File: src/design/bpc_pkg.sv
// Shared types and constants for the button press classifier.
package bpc_pkg;

    // Result event codes
    typedef enum logic [1:0] {
        EV_NONE     = 2'd0,
        EV_SHORT    = 2'd1,
        EV_SHUTDOWN = 2'd2
    } bpc_event_t;

    // Register indexes on the configuration port (paddr[3:2])
    typedef enum logic [1:0] {
        REG_DEBOUNCE  = 2'd0,
        REG_HOLD      = 2'd1,
        REG_SHORT_MIN = 2'd2,
        REG_SHORT_MAX = 2'd3
    } bpc_reg_t;

    localparam int LIMIT_BITS = 16;

    localparam logic [LIMIT_BITS-1:0] DEBOUNCE_RESET  = 16'd20;
    localparam logic [LIMIT_BITS-1:0] HOLD_RESET      = 16'd3000;
    localparam logic [LIMIT_BITS-1:0] SHORT_MIN_RESET = 16'd50;
    localparam logic [LIMIT_BITS-1:0] SHORT_MAX_RESET = 16'd1000;

    // Result payload as packed into m_tdata, highest bits first
    typedef struct packed {
        logic [3:0] pad;
        logic       pressed;
        logic       hold_reached;
        bpc_event_t event_res;
    } bpc_result_t;

endpackage

File: src/design/button_press_classifier.sv
// Top level of the button press classifier: debounce, hold and short-press detection.
//
// One input request per tick carries the raw active-low pin level in s_tdata[0].
// Each accepted request yields exactly one result on the master side:
//   m_tdata[1:0] event_res (0 none, 1 short press, 2 shutdown on release),
//   m_tdata[2] hold_reached, m_tdata[3] debounced pressed state.
// The state update is a single pass of counters and compares from the accepted
// request into the state registers and the result register, so a result appears
// in the cycle after its request is accepted, and one request is taken every cycle while the receiver does not stall.
// The single result register sets the rate: s_tready is high whenever that
// register is empty or is being drained in the same cycle.
// When the receiver stalls, the result holds and s_tready drops until it is taken.
// Thresholds are written through the APB port at byte addresses 0, 4, 8 and 12
// (debounce, hold, short minimum, short maximum), low 16 bits of pwdata.
// Reset clears the result register, restores the default thresholds and returns
// the detector to the released state with the pin assumed high.
module button_press_classifier #(
    parameter int COUNTER_BITS = 16
) (
    input  logic        clk,
    input  logic        rst_n,
    // s_tdata: [0] pin_level, [7:1] zero
    input  logic        s_tvalid,
    output logic        s_tready,
    input  logic [7:0]  s_tdata,
    // m_tdata: [1:0] event_res, [2] hold_reached, [3] pressed, [7:4] zero
    output logic        m_tvalid,
    input  logic        m_tready,
    output logic [7:0]  m_tdata,
    input  logic        psel,
    input  logic        penable,
    input  logic        pwrite,
    input  logic [3:0]  paddr,
    input  logic [31:0] pwdata,
    output logic [31:0] prdata,
    output logic        pready
);
    import bpc_pkg::*;

    localparam int WW = (COUNTER_BITS > LIMIT_BITS) ? COUNTER_BITS : LIMIT_BITS;

    logic [LIMIT_BITS-1:0]   debounce_reg, hold_reg, short_min_reg, short_max_reg;
    logic                    prev_level_reg;
    logic                    window_reg, window_next;
    logic [COUNTER_BITS-1:0] window_cnt_reg, window_cnt_next;
    logic                    pressed_reg, pressed_next;
    logic                    pending_reg, pending_next;
    logic [COUNTER_BITS-1:0] duration_reg, duration_next;
    logic                    out_valid_reg;
    bpc_result_t             result_reg, result_next;

    logic [COUNTER_BITS-1:0] cnt_max;
    logic [WW-1:0]           cnt_max_w, hold_lim, deb_lim;
    logic [COUNTER_BITS-1:0] dur_inc, win_inc;
    logic                    pin, in_fire, cfg_write, sample, edge_seen;
    bpc_reg_t                reg_sel;

    assign cnt_max   = {COUNTER_BITS{1'b1}};
    assign cnt_max_w = WW'(cnt_max);
    assign hold_lim  = (WW'(hold_reg) > cnt_max_w) ? cnt_max_w : WW'(hold_reg);
    assign deb_lim   = (WW'(debounce_reg) > cnt_max_w) ? cnt_max_w : WW'(debounce_reg);

    assign pin      = s_tdata[0];
    assign s_tready = !out_valid_reg || m_tready;
    assign in_fire  = s_tvalid && s_tready;

    assign pready    = 1'b1;
    assign reg_sel   = bpc_reg_t'(paddr[3:2]);
    assign cfg_write = psel && penable && pwrite && pready;

    always_comb
    begin
        unique case (reg_sel)
            REG_DEBOUNCE:  prdata = {16'd0, debounce_reg};
            REG_HOLD:      prdata = {16'd0, hold_reg};
            REG_SHORT_MIN: prdata = {16'd0, short_min_reg};
            REG_SHORT_MAX: prdata = {16'd0, short_max_reg};
            default:       prdata = 32'd0;
        endcase
    end

    always_ff @(posedge clk or negedge rst_n)
    begin
        if (!rst_n)
        begin
            debounce_reg  <= DEBOUNCE_RESET;
            hold_reg      <= HOLD_RESET;
            short_min_reg <= SHORT_MIN_RESET;
            short_max_reg <= SHORT_MAX_RESET;
        end
        else if (cfg_write)
        begin
            unique case (reg_sel)
                REG_DEBOUNCE:  debounce_reg  <= pwdata[LIMIT_BITS-1:0];
                REG_HOLD:      hold_reg      <= pwdata[LIMIT_BITS-1:0];
                REG_SHORT_MIN: short_min_reg <= pwdata[LIMIT_BITS-1:0];
                REG_SHORT_MAX: short_max_reg <= pwdata[LIMIT_BITS-1:0];
                default:       ;
            endcase
        end
    end

    assign dur_inc = (duration_reg != cnt_max) ? duration_reg + 1'b1 : duration_reg;
    assign win_inc = (window_cnt_reg != cnt_max) ? window_cnt_reg + 1'b1 : window_cnt_reg;
    assign sample  = window_reg && (WW'(win_inc) >= deb_lim);
    // armed edge: falling while released, rising while pressed
    assign edge_seen = pressed_reg ? (!prev_level_reg && pin) : (prev_level_reg && !pin);

    always_comb
    begin
        window_next     = window_reg;
        window_cnt_next = window_cnt_reg;
        pressed_next    = pressed_reg;
        pending_next    = pending_reg;
        duration_next   = duration_reg;
        result_next     = '0;
        result_next.event_res = EV_NONE;

        if (pressed_reg)
        begin
            duration_next = dur_inc;
            if (!pending_reg && (WW'(dur_inc) >= hold_lim))
            begin
                pending_next             = 1'b1;
                result_next.hold_reached = 1'b1;
            end
        end

        if (window_reg)
        begin
            window_cnt_next = win_inc;
            if (sample)
            begin
                window_next = 1'b0;
                if (!pin && !pressed_reg)
                begin
                    pressed_next  = 1'b1;
                    pending_next  = 1'b0;
                    duration_next = '0;
                end
                else if (pin && pressed_reg)
                begin
                    pressed_next = 1'b0;
                    // a hold reached on this very tick still counts
                    if (pending_next)
                        result_next.event_res = EV_SHUTDOWN;
                    else if ((WW'(dur_inc) >= WW'(short_min_reg)) &&
                             (WW'(dur_inc) < WW'(short_max_reg)))
                        result_next.event_res = EV_SHORT;
                    pending_next = 1'b0;
                end
            end
        end
        else if (edge_seen)
        begin
            window_next     = 1'b1;
            window_cnt_next = '0;
        end

        result_next.pressed = pressed_next;
    end

    always_ff @(posedge clk or negedge rst_n)
    begin
        if (!rst_n)
        begin
            prev_level_reg <= 1'b1;
            window_reg     <= 1'b0;
            window_cnt_reg <= '0;
            pressed_reg    <= 1'b0;
            pending_reg    <= 1'b0;
            duration_reg   <= '0;
            out_valid_reg  <= 1'b0;
        end
        else
        begin
            if (in_fire)
            begin
                prev_level_reg <= pin;
                window_reg     <= window_next;
                window_cnt_reg <= window_cnt_next;
                pressed_reg    <= pressed_next;
                pending_reg    <= pending_next;
                duration_reg   <= duration_next;
                out_valid_reg  <= 1'b1;
            end
            else if (m_tready)
            begin
                out_valid_reg <= 1'b0;
            end
        end
    end

    // payload register: load on every accepted request
    always_ff @(posedge clk or negedge rst_n)
    begin
        if (!rst_n)
            result_reg <= '0;
        else if (in_fire)
            result_reg <= result_next;
    end

    assign m_tvalid = out_valid_reg;
    assign m_tdata  = result_reg;

endmodule

File: config.mk
export PLATFORM = sky130hd
export DESIGN_NAME = button_press_classifier
export DESIGN_NICKNAME = d
export VERILOG_FILES = /design/src/design/bpc_pkg.sv /design/src/design/button_press_classifier.sv
export SDC_FILE = /design/constraint.sdc
export NUM_CORES = 1
export LEC_CHECK = 0
export BUFFER_PORTS_ARGS = -buffer_cell sky130_fd_sc_hd__buf_2
export CAP_MARGIN = 5
export CELL_PAD_IN_SITES_DETAIL_PLACEMENT = 0
export CELL_PAD_IN_SITES_GLOBAL_PLACEMENT = 1
export CORE_UTILIZATION = 49
export CTS_CLUSTER_SIZE = 24
export DETAILED_ROUTE_END_ITERATION = 10
export PLACE_DENSITY = 0.95
export SETUP_SLACK_MARGIN = 0.4
export SLEW_MARGIN = 10
export SYNTH_ARGS = -nofsm -noshare
export SYNTH_HDL_FRONTEND = slang
export SYNTH_SLANG_ARGS = --single-unit
File: constraint.sdc
create_clock -name clk -period 6.25 [get_ports clk]
set_clock_uncertainty 0.15 [all_clocks]
set_input_delay 0 -clock clk [delete_from_list [all_inputs] [get_ports clk]]
set_output_delay 0 -clock clk [all_outputs]
set_load 0.02 [all_outputs]
-- After elaboration in Yosys (flattened, before gate mapping)
Cells that the tools add are included.
- multiplexer cells: 35
- reduce and logical (&&, ||, !) cells: 26
- shift-type cells: 0
- add/sub/neg operators: 2
- div/mod/pow operators: 0
- multipliers: 0
- equal/unequal tests: 5
- order comparisons: 6
- bitwise logic cells: 0
- operators by type and width (operator ; count):
    $mux W16 ; 10
    $pmux W32 S4 ; 1
    $ge A16 B16 Y1 ; 3
    $add A16 B1 Y16 const B ; 2
    $gt A16 B16 Y1 const B ; 2
    $ne A16 B16 Y1 const B ; 2
    $mux W1 ; 19
    $lt A16 B16 Y1 ; 1
    $logic_and A1 B1 Y1 ; 10
    $mux W2 ; 5
    $reduce_and A2 Y1 ; 5
    $reduce_bool A2 Y1 ; 3
    $logic_not A1 Y1 ; 5
    $eq A2 B2 Y1 const B ; 2
    $reduce_and A4 Y1 ; 1
    $eq A2 B1 Y1 const B ; 1
    $logic_not A2 Y1 ; 1
    $logic_or A1 B1 Y1 ; 1
- latch bits: 0
- flip-flop bits (word level): 104
- logic and storage cells: 87
- bits in read-only memories: 0
- RAM bits: 0
- memories kept: 0

-- Longest topological paths before layout
Gate-level depths: netlist (run 1).
- depth after elaboration: 11
- mapped depth: 17
- mapped depth without buffers: 13

-- Worst setup path before layout (run 1)
Ideal clock, no wire load.
- path kind: register to register
- start point: register window_cnt_reg[3]
- end point: register duration_reg[6]
- setup time: 153 ps
- stages on the path, launching flop included: 17
- arrival time: 3397 ps
- required time: 5947 ps
- path slack: 2550 ps
- buffers on the path: 3
- cell sequence: dfrtp_1 -> buf_4 -> and4_1 -> buf_4 -> nand3_4 -> or4_4 -> buf_6 -> nand2_1 -> nor2_1 -> xor2_1 -> ha_1 -> o211ai_1 -> a211oi_1 -> o2111ai_1 -> o2111a_1 -> nor2_1 -> o221ai_1
- word-level cells in the longest chain between the ends: 6
- elaborated cells on any way between the ends: 7
- classes of those cells: add/sub: 1; order compare: 1; eq/ne: 1; mux: 3; reduce/logical: 1
- ends and longest elaborated chain (element ; line ; source):
    start, declared ; button_press_classifier.sv:45 ; logic [COUNTER_BITS-1:0] window_cnt_reg, window_cnt_next;
    start signal, assigned ; button_press_classifier.sv:181 ; window_cnt_reg <= window_cnt_next;
    $add A16 B1 Y16 or $ne A16 B16 Y1 (tied branches) ; button_press_classifier.sv:104 ; assign win_inc = (window_cnt_reg != cnt_max) ? window_cnt_reg + 1'b1 : window_cnt_reg;
    $mux W16 * ; button_press_classifier.sv:104 ;
    $ge A16 B16 Y1 * ; button_press_classifier.sv:105 ; assign sample = window_reg && (WW'(win_inc) >= deb_lim);
    $logic_and A1 B1 Y1 * ; button_press_classifier.sv:105 ;
    $mux W16 * ; button_press_classifier.sv:132 ; if (sample)
    $mux W16 * ; button_press_classifier.sv:129 ; if (window_reg)
    end signal, assigned ; button_press_classifier.sv:184 ; duration_reg <= duration_next;
    end, declared ; button_press_classifier.sv:48 ; logic [COUNTER_BITS-1:0] duration_reg, duration_next;
Mark *: on every way between the ends. The rest lies on a longest branch, timed or not.
A chain may end at the register's enable or synchronous reset.

-- Final worst setup path (run 1)
Same ends and word-level chain as after synthesis.

==> results of run 1 <==
-- layout by cell type, fill, tap and decap left out, drive strengths merged, types with 7 or more instances in the layout --
cell type,netlist,layout
a211oi,9,9
a21o,7,7
a21oi,29,29
and3,8,8
buf,32,51
clkbuf,26,10
conb,2,21
dfrtp,85,85
dfstp,19,19
dlygate4sd3,0,20
ha,67,67
inv,71,73
mux2,37,37
mux4,16,16
nand2,86,86
nand2b,7,7
nand3,21,21
nand4,16,16
nor2,38,38
nor3,12,12
o211ai,14,14
o21a,7,7
o21ai,63,63
o31ai,7,7
or3,8,8
xnor2,14,14
xor2,7,7
-- where the power goes --
part           switching, mW  total [mW]  internal, mW
clock                  0.273       0.627         0.355
sequential            0.0997       0.911         0.811
combinational          0.483       0.853         0.371
total                  0.855        2.39          1.54
-- cell families after synthesis --
kind of cell | after synthesis
buffers and inverters | 130
xor gates and xnor gates | 21
adders and majority gates | 67
and+or+nand+nor | 217
muxes | 55
AOI/OAI and AO/OA | 172
DFF | 104
other | 2
-- critical path: stages, from the launching register on --
cell and delay (ns):
sky130_fd_sc_hd__dfrtp_1 0.48, sky130_fd_sc_hd__and4_1 0.38, sky130_fd_sc_hd__nand3_4 0.13, sky130_fd_sc_hd__or4_4 0.62, sky130_fd_sc_hd__nand2_1 0.20, sky130_fd_sc_hd__nor2_1 0.07
sky130_fd_sc_hd__xor2_1 0.15, sky130_fd_sc_hd__ha_1 0.30, sky130_fd_sc_hd__o211ai_1 0.09, sky130_fd_sc_hd__a211oi_1 0.34, sky130_fd_sc_hd__o2111ai_1 0.19, sky130_fd_sc_hd__o2111a_1 0.51
sky130_fd_sc_hd__nor2_1 0.69, sky130_fd_sc_hd__o221ai_1 0.24
-- cell type report --
class | instances | share of cell area [%]
timing repair buffer | 71 | 6.01
clock buffer | 10 | 2.86
sequential | 104 | 32.9
multi-input combinational | 553 | 50.9
tap | 180 | 2.82
clock inverter | 6 | 1.14
inverter | 72 | 3.38
-- layer usage --
layer / global-route usage (%) / share of wire, % / routed length (um) / up-vias
met5: 0 / 0 / 0 / -
met4: 7.38 / 2.0 / 348 / 0
met3: 5.67 / 5.2 / 894 / 29
met2: 39.2 / 47 / 8070 / 131
met1: 32.4 / 46 / 7820 / 2773
li1: - / - / - / 2787
-- synth_stat cells, drive strengths merged (2+ instances only) --
library cell	n
mux2	37
a211o	3
o41ai	2
and3	8
a31oi	5
and4	5
xor2	7
nor4	2
nand4	16
nand2	86
nor2b	2
o22ai	3
dfrtp	85
mux4	16
buf	32
a22o	5
a2111oi	3
o221ai	3
or4	4
o31ai	7
mux2i	2
a21o	7
a221o	2
o2111ai	4
and2	3
a21oi	29
nor2	38
a211oi	9
o21a	7
clkbuf	26
o21ai	63
conb	2
nor3	12
dfstp	19
nand2b	7
ha	67
inv	71
nor3b	2
xnor2	14
or3	8
nand3	21
o211ai	14
-- metrics by stage --
stage	cells	setup WS (ns)
2_1_floorplan	787	2.55
3_3_place_gp	959	1.64
3_5_place_dp	959	1.58
4_1_cts	996	1.56
5_1_grt	996	1.29
6_report	996	1.55
-- worst paths after layout --
kind	from	cells after the start	endpoint
setup / recovery	window_cnt_reg[3]	13	duration_reg[6]
hold / removal	rst_n	2	short_min_reg[1]
setup reg to reg	window_cnt_reg[3]	13	duration_reg[6]
hold reg to reg	m_tdata[0]	2	m_tdata[0]
max in group asynchronous	rst_n	3	duration_reg[1]
min in group clk	penable	6	debounce_reg[2]
==> summary.md, run 1 <==
| Metric | Value |
|---|---|
| Number of top-level pins | 94 |
| Clk sinks | 104 |
| Wire length of the first global-routing pass | approximately 28000 um |
| GP Congestion | ~0.85 |
| Post-synthesis simple-gate area fraction | approximately 15% |
| Power per cell area | between 200 and 300 mW/mm2 |
| Fillers | 1239 |
| Die height | around 120 um |
| Core Footprint | approximately 0.014 mm2 |
| Post-CTS resize count | 0 |
| Part of the Yosys area used for sequential elements | between 30% and 40% |
| Leftover overflow at the end of global routing | 0 |
| Top FF cell, synth | sky130_fd_sc_hd__dfrtp_1 |
| Worst Tran Pin Value | 1.06 ns |
| Placed wire-length estimate after detailed placement | 12500 um |
| CTS tree | yes |
| Detailed-route vias per instance | 5.74 |
| Post-CTS Setup Bufs | 0 |
| Compound-gate portion of the synthesized area | about 15% |
| XOR/XNOR Fraction of Synth Area | 2.55% |
| Arrival @ worst endpoint | between 4 and 5 ns |
| Worst hold-check slack | 0.0387 ns |
| Number of detailed-routing iterations run before antenna repair | 5 |
| Number of diodes | 0 |
| Main area contributors after synthesis | sky130_fd_sc_hd__dfrtp_1 (29%), sky130_fd_sc_hd__ha_1 (12%), sky130_fd_sc_hd__dfstp_2 (6.9%) |
| Critical path startpoint category | flip-flop |
| Number of max-slew violations in the final report | 0 |
| Summed instance area of the synthesized netlist | 0.00722 mm2 |
| Fmax | around 210 MHz |
| Total placed instance area | roughly 0.0075 mm2 |
| Number of buffers inserted during clock tree synthesis | 9 |
| Total routing usage reported by global routing | between 20 and 25% |
| Area share of the largest cell type after synthesis | 29.5% |
| Initial cell density of the core | between 50% and 60% |
| Maximum number of pins on one net before global-route repair | 76 |
| Antenna Violating Nets Remaining | 0 |
| Area growth from synthesis to layout | 10.8% |
| Fraction of layout cells with a size suffix above 1 | roughly 18% |
| Clock-pin transition on the worst setup and hold timing paths | 0.07 ns |
| Share of synthesized cell area in full adder, half adder and majority cells | 11.6% |
| Cell type contributing the most total cell area after synthesis | sky130_fd_sc_hd__dfrtp_1 |
| Maximum level of the CTS H-tree | 3 |
| Final hold violation count | 0 |
| Sequential cell area | roughly 0.0026 mm2 |
| Period utilisation layout | about three quarters |
| Peak ir drop on the vdd network | around 0.16 mV |
| Latest clock arrival within the worst-skew pair | about 0.36 ns |
| DRT iter0 DRCs | between 300 and 400 |
| Worst setup slack for register-to-register paths | 1.55 ns |
| Number of vias in the routed layout | 5720 |
| Post-detailed-routing wire length | approximately 17000 um |
| Cell count after synthesis | 768 |
| Static Leakage | around 3.6 nW |
| Count of flip-flops with a built-in enable after synthesis | 0 |
| Synth Register Bits | around 100 |
| IO buf count | 47 |
| Core occupancy in the finished layout | a little under three fifths |
| Post-route DRC violation count | 0 |
| Post-route cell area | 0.00799 mm2 |
| Mean Syn Cell Area | about 9.4 um2 |
| Full die area | 0.0152 mm2 |
| Setup violators final | 0 |
| Crit path time final | between 4 and 5 ns |
| Number of max-cap violations | 0 |
| Total area of multi-input combinational cells | ~0.004 mm2 |
| Max clock buf depth | 2 |
| Path category of the worst min-delay check | in -> async |
| Combinational family with the most area after synthesis | compound AO/OA/AOI/OAI gates |
| CP Max Fanout | 16 |
| Total Power | 2.39 mW |
| Post-cts hold buffer count | 21 |
| Setup repair after global routing missed its margin | false |
| Post-synth ARST share | 100% |
| Number of antenna violations at the first check in global routing | 0 |
| Critical path start-end classification | reg -> reg |
| Number of core rows | 43 |
| Required time at the worst-slack endpoint | ~6.3 ns |
| Final total negative setup slack | 0 ns |
| Detail-routed net length per standard cell | 17.2 um |
| X dimension of the die | 123 um |
| Net total in the final layout | ~930 |
| Portion of netlist area occupied by mux cells | between 10% and 20% |
| Worst slew margin | 29.0% |
| Yosys cell types | 63 |
| Number of global-route vias before repair | around 5.5k |
| Cell at the root of the clock tree | sky130_fd_sc_hd__clkbuf_16 |
| Capturing element type of the critical path | flip-flop |
| Yosys Warn Count | 0 |
| Status | complete, no violations |
(Power assumes the default switching activity.)
==> inputs of run 2 (changes only) <==
--- a/config.mk
+++ b/config.mk
@@ -5,14 +5,15 @@
 export SDC_FILE = /design/constraint.sdc
 export NUM_CORES = 1
 export LEC_CHECK = 0
+export ABC_AREA = 1
 export BUFFER_PORTS_ARGS = -buffer_cell sky130_fd_sc_hd__buf_2
 export CAP_MARGIN = 5
 export CELL_PAD_IN_SITES_DETAIL_PLACEMENT = 0
 export CELL_PAD_IN_SITES_GLOBAL_PLACEMENT = 1
-export CORE_UTILIZATION = 49
+export CORE_UTILIZATION = 39
 export CTS_CLUSTER_SIZE = 24
 export DETAILED_ROUTE_END_ITERATION = 10
-export PLACE_DENSITY = 0.95
+export PLACE_DENSITY = 0.88
 export SETUP_SLACK_MARGIN = 0.4
 export SLEW_MARGIN = 10
 export SYNTH_ARGS = -nofsm -noshare
==> constraint.sdc (replaced) <==
create_clock -name clk -period 3.99 [get_ports clk]
set_clock_uncertainty 0.15 [all_clocks]
set_input_delay 0 -clock clk [delete_from_list [all_inputs] [get_ports clk]]
set_output_delay 0 -clock clk [all_outputs]
set_load 0.02 [all_outputs]
==> run 2 against run 1 <==
Net effect:
- register-to-register slack got worse by 0.95 ns
- global-route usage decreased by 5.0 points
- first-iteration DRC count increased by 35%
- cell area decreased by 0.81%
- cell count increased by 20%
- non-clock buffer count increased by 10
- worst hold slack got worse by 0.024 ns
- sequential cell count unchanged
- critical path depth increased by 6
- sequential power increased by 72%
- critical path type unchanged
- critical endpoint is now duration_reg[0]
- highest routed layer unchanged
==> summary.md, run 2 <==
| Metric | Value |
|---|---|
| Summed instance area of the synthesized netlist | 0.00688 mm2 (-4.6%) |
| Net total in the final layout | 1087 (+17%) |
| Number of buffers inserted during clock tree synthesis | 9 (unchanged) |
| Cell at the root of the clock tree | sky130_fd_sc_hd__clkbuf_16 |
| Fillers | 1722 (+39%) |
| CTS tree | yes |
| Leftover overflow at the end of global routing | 0 (unchanged) |
| Library cell contributing the largest single delay on the critical path | sky130_fd_sc_hd__dfrtp_1 |
| Static Leakage | 3.99 nW (+9.6%) |
| Required time at the worst-slack endpoint | 4.11 ns (-2.19 ns) |
| Most used cells in the layout excluding fill and tap cells | sky130_fd_sc_hd__nand2_1 (222), sky130_fd_sc_hd__inv_1 (148), sky130_fd_sc_hd__o21ai_0 (106) |
| GP Congestion | 0.814 (-3.9%) |
| Main area contributors after synthesis | sky130_fd_sc_hd__dfrtp_1 (31%), sky130_fd_sc_hd__nand2_1 (12%), sky130_fd_sc_hd__ha_1 (12%) |
| Maximum level of the CTS H-tree | 3 (unchanged) |
| Power per cell area | 584 mW/mm2 (+95%) |
| Latest clock arrival within the worst-skew pair | 0.36 ns (about the same) |
| Yosys Warn Count | 0 (unchanged) |
| DRT iter0 DRCs | 405 (+35%) |
| Area growth from synthesis to layout | 15.2% |
| Part of the Yosys area used for sequential elements | 38.2% (+1.8 points) |
| Post-synth ARST share | 100% (unchanged) |
| Period utilisation layout | 84.9% (+9.8 points) |
| Final total negative setup slack | 0 ns (unchanged) |
| Worst Tran Pin Value | 1.05 ns (-0.0191 ns) |
| Post-route cell area | 0.00793 mm2 (-0.81%) |
| Number of antenna violations at the first check in global routing | 0 (unchanged) |
| Total routing usage reported by global routing | 19.3% (-5.0 points) |
| Critical path start-end classification | reg -> reg |
| Final hold violation count | 0 (unchanged) |
| Detail-routed net length per standard cell | 14.0 um (-18%) |
| Clock-pin transition on the worst setup and hold timing paths | 0.07 ns (about the same) |
| Number of max-slew violations in the final report | 0 (unchanged) |
| Area share of the largest cell type after synthesis | 30.9% (+1.4 points) |
| Arrival @ worst endpoint | 3.51 ns (-1.24 ns) |
| Critical path startpoint category | flip-flop |
| IO buf count | 47 (unchanged) |
| Worst hold path depth | 4 |
| Fmax | 295 MHz (+39%) |
| Placed wire-length estimate after detailed placement | 12400 um (-0.19%) |
| Detailed-route vias per instance | 4.96 (-14%) |
| Total Power | 4.63 mW (+94%) |
| Worst Hold End | prev_level_reg |
| Die height | 135 um (+9.3%) |
| Max clock buf depth | 2 (unchanged) |
| Number of core rows | 48 (+12%) |
| Worst slew margin | 30.3% (+1.3 points) |
| Synth Register Bits | 104 (unchanged) |
| Setup repair after global routing missed its margin | false |
| Top cells by count, synth | sky130_fd_sc_hd__nand2_1 (224), sky130_fd_sc_hd__inv_1 (149), sky130_fd_sc_hd__o21ai_0 (109), sky130_fd_sc_hd__dfrtp_1 (85), sky130_fd_sc_hd__ha_1 (67) |
| Yosys cell types | 36 (-43%) |
| Maximum number of pins on one net before global-route repair | 78 (+2.6%) |
| Capturing element type of the critical path | flip-flop |
| Top FF cell, synth | sky130_fd_sc_hd__dfrtp_1 |
| Number of detailed-routing iterations run before antenna repair | 5 (unchanged) |
| Total placed instance area | 0.00727 mm2 (-2.4%) |
| Peak ir drop on the vdd network | 0.240 mV (+51%) |
| Path category of the worst min-delay check | in -> reg |
| Post-detailed-routing wire length | 16800 um (-1.8%) |
| Number of max-cap violations | 0 (unchanged) |
| Full die area | 0.0182 mm2 (+20%) |
| Number of top-level pins | 94 (unchanged) |
| Post-route DRC violation count | 0 (unchanged) |
| Clk sinks | 104 (unchanged) |
| Mean Syn Cell Area | 7.61 um2 (-19%) |
| Status | complete, no violations |
| Fraction of layout cells with a size suffix above 1 | 12.6% (-5.3 points) |
| Largest stage delay on the critical path | 0.43 ns (-0.26 ns) |
| Cell type contributing the most total cell area after synthesis | sky130_fd_sc_hd__dfrtp_1 |
| Cell count after synthesis | 904 (+18%) |
| Worst setup slack for register-to-register paths | 0.60 ns (-0.95 ns) |
| Worst reg2reg startpoint | window_cnt_reg[0] |
| Core Footprint | 0.0172 mm2 (+22%) |
| Reg-to-Reg End | duration_reg[0] |
| Commonest non-fill, non-tap cell in the layout | sky130_fd_sc_hd__nand2_1 |
| Antenna Violating Nets Remaining | 0 (unchanged) |
| X dimension of the die | 135 um (+9.3%) |
| Wire length of the first global-routing pass | 27500 um (-1.8%) |
| Crit path time final | 3.39 ns (-1.31 ns) |
| Number of vias in the routed layout | 5946 (+4.0%) |
| Startpoint of the tightest hold check path | s_tvalid |
| Count of flip-flops with a built-in enable after synthesis | 0 (unchanged) |
| Number of diodes | 0 (unchanged) |
| CP Max Fanout | 7 (-9) |
| Cells along the critical path | ha_4 -> inv_2 -> nor3_4 -> nand3_2 -> nor2_2 -> nand2_2 -> nor2_8 -> nor2_4 -> nand2_1 -> xor2_1 -> ha_1 -> a21oi_1 -> o21ai_0 -> a21oi_2 -> nand3_4 -> nand3_4 -> buf_6 -> o2111ai_1 -> o21ai_0 |
| Cells on worst reg2reg path | 19 (+6) |
| Initial cell density of the core | 39.9% (-11 points) |
| Number of global-route vias before repair | 5595 (+1.8%) |
| Cell with the most instances after synthesis | sky130_fd_sc_hd__nand2_1 |
| Setup violators final | 0 (unchanged) |
-- run 2: cell type report --
class	instances	area, um2	area share, %
Clock buffer	11	243	3.06
Sequential cell	104	2630	33.1
Tap cell	225	282	3.55
Timing Repair Buffer	81	547	6.90
Multi-Input combinational cell	620	3610	45.5
Inverter	153	574	7.24
Clock inverter	5	45.0	0.568
-- run 2: critical path, delay by kind of cell, from the launching register on --
kind	cells	cell delay (ns)
xor gates and xnor gates	1	0.19
buffers and inverters	2	0.17
DFF	1	0.43
adders and majority gates	2	0.43
and+or+nand+nor	9	1.23
AOI/OAI and AO/OA	5	0.69
-- run 2: worst max-delay path by stage --
| stage | from | to | slack (ns) |
|---|---|---|---|
| 6_report | window_cnt_reg[0] | duration_reg[0] | 0.60 |
| 5_1_grt | window_cnt_reg[0] | duration_reg[13] | 0.37 |
| 4_1_cts | window_cnt_reg[0] | duration_reg[7] | 0.41 |
| 3_5_place_dp | window_cnt_reg[0] | duration_reg[7] | 0.43 |
| 3_3_place_gp | window_cnt_reg[0] | duration_reg[7] | 0.48 |
| 2_1_floorplan | window_cnt_reg[0] | duration_reg[7] | 0.94 |
-- run 2: stage by stage --
step | std cells | worst slack (ns) | hold slack [ns] | utilization [%]
floorplan | 923 | 0.942 | -0.446 | -
global placement | 1156 | 0.479 | 0.0777 | 42.2
detailed placement | 1156 | 0.430 | 0.105 | 42.2
CTS | 1192 | 0.411 | 0.0193 | 45.0
global route | 1199 | 0.374 | 0.0871 | 46.0
finish | 1199 | 0.601 | 0.0151 | 46.0
-- run 2: cell families (layout without fill, tap and decap cells) --
kind of cell    count (synthesis)  after routing  share of synthesized area (%)
simple gates                  310            310                           18.8
compound gates                205            205                           16.5
buf+inv                       199            250                           12.1
flops                         104            104                           38.2
fa+ha+maj                      67             67                           12.2
xor+xnor                       17             17                           2.16
other cells                     2             21                          0.109
-- run 2: power breakdown --
group          switching, mW  internal (mW)
logic                   1.34          0.833
registers              0.227           1.35
clock network          0.431          0.452
-- run 2: routing by layer --
layer | up-vias | GRT usage, % | wire length, um
li1 | 3051 | - | -
met1 | 2757 | 25.9 | 7930
met2 | 124 | 32.3 | 8060
met3 | 14 | 2.93 | 606
met4 | 0 | 5.37 | 235
met5 | - | 0 | 0
-- run 2: timing repair --
action | in CTS | in global routing
buffers inserted | 0 | 7
hold buffers | 20 | 0
endpoints found under the hold margin | 129 | 0
setup endpoints to repair | 0 | 20
resized for setup | 0 | 26
==> inputs of run 3 (changes only) <==
--- a/config.mk
+++ b/config.mk
@@ -10,10 +10,10 @@
 export CAP_MARGIN = 5
 export CELL_PAD_IN_SITES_DETAIL_PLACEMENT = 0
 export CELL_PAD_IN_SITES_GLOBAL_PLACEMENT = 1
-export CORE_UTILIZATION = 39
+export CORE_UTILIZATION = 43
 export CTS_CLUSTER_SIZE = 24
 export DETAILED_ROUTE_END_ITERATION = 10
-export PLACE_DENSITY = 0.88
+export PLACE_DENSITY = 0.91
 export SETUP_SLACK_MARGIN = 0.4
 export SLEW_MARGIN = 10
 export SYNTH_ARGS = -nofsm -noshare
==> constraint.sdc (replaced) <==
create_clock -name clk -period 3.5 [get_ports clk]
set_clock_uncertainty 0.15 [all_clocks]
set_input_delay 0 -clock clk [delete_from_list [all_inputs] [get_ports clk]]
set_output_delay 0 -clock clk [all_outputs]
set_load 0.02 [all_outputs]
==> run 3 against run 2 <==
Net effect:
- sequential share of layout area decreased by 1.6 points
- critical path type unchanged
- largest cell class unchanged
- sequential power up 14%
- non-clock buffer count grew 28
- maximum frequency is 5.4% higher
- critical endpoint is now duration_reg[13]
==> summary.md, run 3 (same netlist as run 2, synthesis figures left out) <==
| Metric | Value |
|---|---|
| Status | complete, no violations |
| Required time at the worst-slack endpoint | 3.59 ns (-0.52 ns) |
| Number of vias in the routed layout | 6045 (+1.7%) |
| Path category of the worst min-delay check | in -> reg |
| Final worst slack | 0.285 ns (-0.316 ns) |
| Cell at the root of the clock tree | sky130_fd_sc_hd__clkbuf_16 |
| Max clock buf depth | 2 (unchanged) |
| CTS tree | yes |
| Detailed-route vias per instance | 4.98 (+0.49%) |
| GP Congestion | 0.861 (+5.8%) |
| Setup repair after global routing missed its margin | true |
| Number of antenna violations at the first check in global routing | 0 (unchanged) |
| Setup Slack @ Placement | 0.106 ns (-0.324 ns) |
| Maximum level of the CTS H-tree | 3 (unchanged) |
| Clk sinks | 104 (unchanged) |
| Number of max-cap violations | 0 (unchanged) |
| IO buf count | 47 (unchanged) |
| Period utilisation layout | 91.8% (+6.9 points) |
| Placed wire-length estimate after detailed placement | 12600 um (+1.2%) |
| Sequential cell area | 0.00263 mm2 (unchanged) |
| Number of global-route vias before repair | 5673 (+1.4%) |
| Crit path time final | 3.21 ns (-0.174 ns) |
| Critical path startpoint category | flip-flop |
| Total routing usage reported by global routing | 21.5% (+2.2 points) |
| Core Footprint | 0.0154 mm2 (-10%) |
| Net total in the final layout | 1115 (+2.6%) |
| Power per cell area | 678 mW/mm2 (+16%) |
| Number of core rows | 45 (-6.3%) |
| Fraction of layout cells with a size suffix above 1 | 18.4% (+5.7 points) |
| Number of buffers inserted during clock tree synthesis | 9 (unchanged) |
| Final hold violation count | 0 (unchanged) |
| Post-detailed-routing wire length | 17400 um (+3.6%) |
| Arrival @ worst endpoint | 3.30 ns (-0.21 ns) |
| Number of diodes | 0 (unchanged) |
| Capturing element type of the critical path | flip-flop |
| Post-route DRC violation count | 0 (unchanged) |
| Full die area | 0.0165 mm2 (-9.2%) |
| Antenna Violating Nets Remaining | 0 (unchanged) |
| Initial cell density of the core | 44.6% (+4.7 points) |
| Latest clock arrival within the worst-skew pair | 0.36 ns (about the same) |
| Static Leakage | 4.20 nW (+5.3%) |
| DRT iter0 DRCs | 501 (+24%) |
| Core occupancy in the finished layout | 54.0% (+8.0 points) |
| Number of top-level pins | 94 (unchanged) |
| Die height | 129 um (-4.7%) |
| Setup violators final | 0 (unchanged) |
| Wire length of the first global-routing pass | 27600 um (+0.48%) |
| Number of max-slew violations in the final report | 0 (unchanged) |
| X dimension of the die | 129 um (-4.7%) |
| Total area of multi-input combinational cells | 0.00376 mm2 (+4.2%) |
| Final total negative setup slack | 0 ns (unchanged) |
| Number of cells in the design after placement | 1157 (+0.087%) |
| Leftover overflow at the end of global routing | 0 (unchanged) |
| Clock-pin transition on the worst setup and hold timing paths | 0.08 ns (about the same) |
| Fillers | 1476 (-14%) |
| Most used cells in the layout excluding fill and tap cells | sky130_fd_sc_hd__nand2_1 (216), sky130_fd_sc_hd__inv_1 (148), sky130_fd_sc_hd__o21ai_0 (99) |
| Detail-routed net length per standard cell | 14.4 um (+2.4%) |
| Critical path start-end classification | reg -> reg |
| Fmax | 311 MHz (+5.4%) |
| Commonest non-fill, non-tap cell in the layout | sky130_fd_sc_hd__nand2_1 |
| Number of detailed-routing iterations run before antenna repair | 5 (unchanged) |
| Fin cells | 1213 (+1.2%) |
| Worst slew margin | 31.5% (+1.2 points) |
| Maximum number of pins on one net before global-route repair | 51 (-35%) |
| Peak ir drop on the vdd network | 0.327 mV (+36%) |
| Worst Tran Pin Value | 1.03 ns (-0.0203 ns) |
| Area growth from synthesis to layout | 21.1% |
| CP Max Fanout | 7 (unchanged) |
| Total Power | 5.65 mW (+22%) |
[run 3: changes by cell type in the layout (fill, tap and decap cells not counted), sizes merged]
cell / previous run / this run
clkbuf: 11 / 10
buf: 61 / 90
dlygate4sd3: 20 / 19
clkinv: 2 / 1
bufinv: 0 / 2
[run 3: cell type report]
| cell class | instances | share of cell area (%) |
|---|---|---|
| sequential | 104 | 31.5 |
| clock inverter | 6 | 1.19 |
| tap | 211 | 3.17 |
| timing repair buffer | 109 | 9.20 |
| multi-input combinational | 620 | 45.1 |
| inverter | 153 | 6.92 |
| clock buffer | 10 | 2.87 |
[run 3: worst paths after layout]
kind	from	to	slack, ns	cells past startpoint
max	window_cnt_reg[1]	duration_reg[13]	0.29	22
min	s_tvalid	m_tvalid	0.001	3
max reg2reg	window_cnt_reg[1]	duration_reg[13]	0.29	22
min reg2reg	pending_reg	m_tdata[2]	0.32	1
max in group asynchronous	rst_n	hold_reg[8]	2.24	3
min in group asynchronous	rst_n	duration_reg[5]	0.07	2
[run 3: per-layer routing]
layer  global-route usage, %  vias to the layer above  wire (um)
met5                       0                        -          0
met4                    5.33                        0        193
met3                    3.58                       12        563
met2                    36.6                      114       8590
met1                    28.5                     2825       8100
li1                        -                     3094          -
[run 3: what timing repair did]
item / CTS / global route
gates resized for setup: 32 / 37
pin swaps: 14 / 22
endpoints found under the setup margin: 21 / 22
buffers inserted: 10 / 11
cloned: 0 / 0
hold buffers: 19 / 0
endpoints found under the hold margin: 115 / 0
[run 3: power breakdown]
group	leakage (nW)	switching (mW)	internal (mW)
clock network	0.163	0.499	0.660
registers	1.29	0.258	1.54
logic	2.75	1.63	1.07
total	4.20	2.39	3.27
[run 3: metrics by stage]
step	hold slack, ns	area, um2
2_1_floorplan	-0.446	6950
3_3_place_gp	-0.0712	7380
3_5_place_dp	-0.0804	7380
4_1_cts	0.00222	8090
5_1_grt	0.0564	8330
6_report	0.00130	8330
[run 3: worst max-delay path, cell delays in order, from the launching register on]
cell and delay (ns):
sky130_fd_sc_hd__dfrtp_1 0.37, sky130_fd_sc_hd__ha_2 0.20, sky130_fd_sc_hd__inv_2 0.05, sky130_fd_sc_hd__nor3_4 0.16, sky130_fd_sc_hd__nand3_2 0.13, sky130_fd_sc_hd__nor2_2 0.11
sky130_fd_sc_hd__nand2_2 0.10, sky130_fd_sc_hd__nor2_8 0.18, sky130_fd_sc_hd__nor2_4 0.06, sky130_fd_sc_hd__nand2_2 0.07, sky130_fd_sc_hd__nor2_2 0.05, sky130_fd_sc_hd__xor2_2 0.15
sky130_fd_sc_hd__ha_1 0.32, sky130_fd_sc_hd__nand2_2 0.07, sky130_fd_sc_hd__nor2_4 0.11, sky130_fd_sc_hd__nand2_1 0.06, sky130_fd_sc_hd__o211ai_1 0.09, sky130_fd_sc_hd__nand2_1 0.12
sky130_fd_sc_hd__nand3_4 0.13, sky130_fd_sc_hd__nand3_4 0.09, sky130_fd_sc_hd__buf_6 0.15, sky130_fd_sc_hd__o211ai_1 0.07, sky130_fd_sc_hd__o21ai_0 0.10
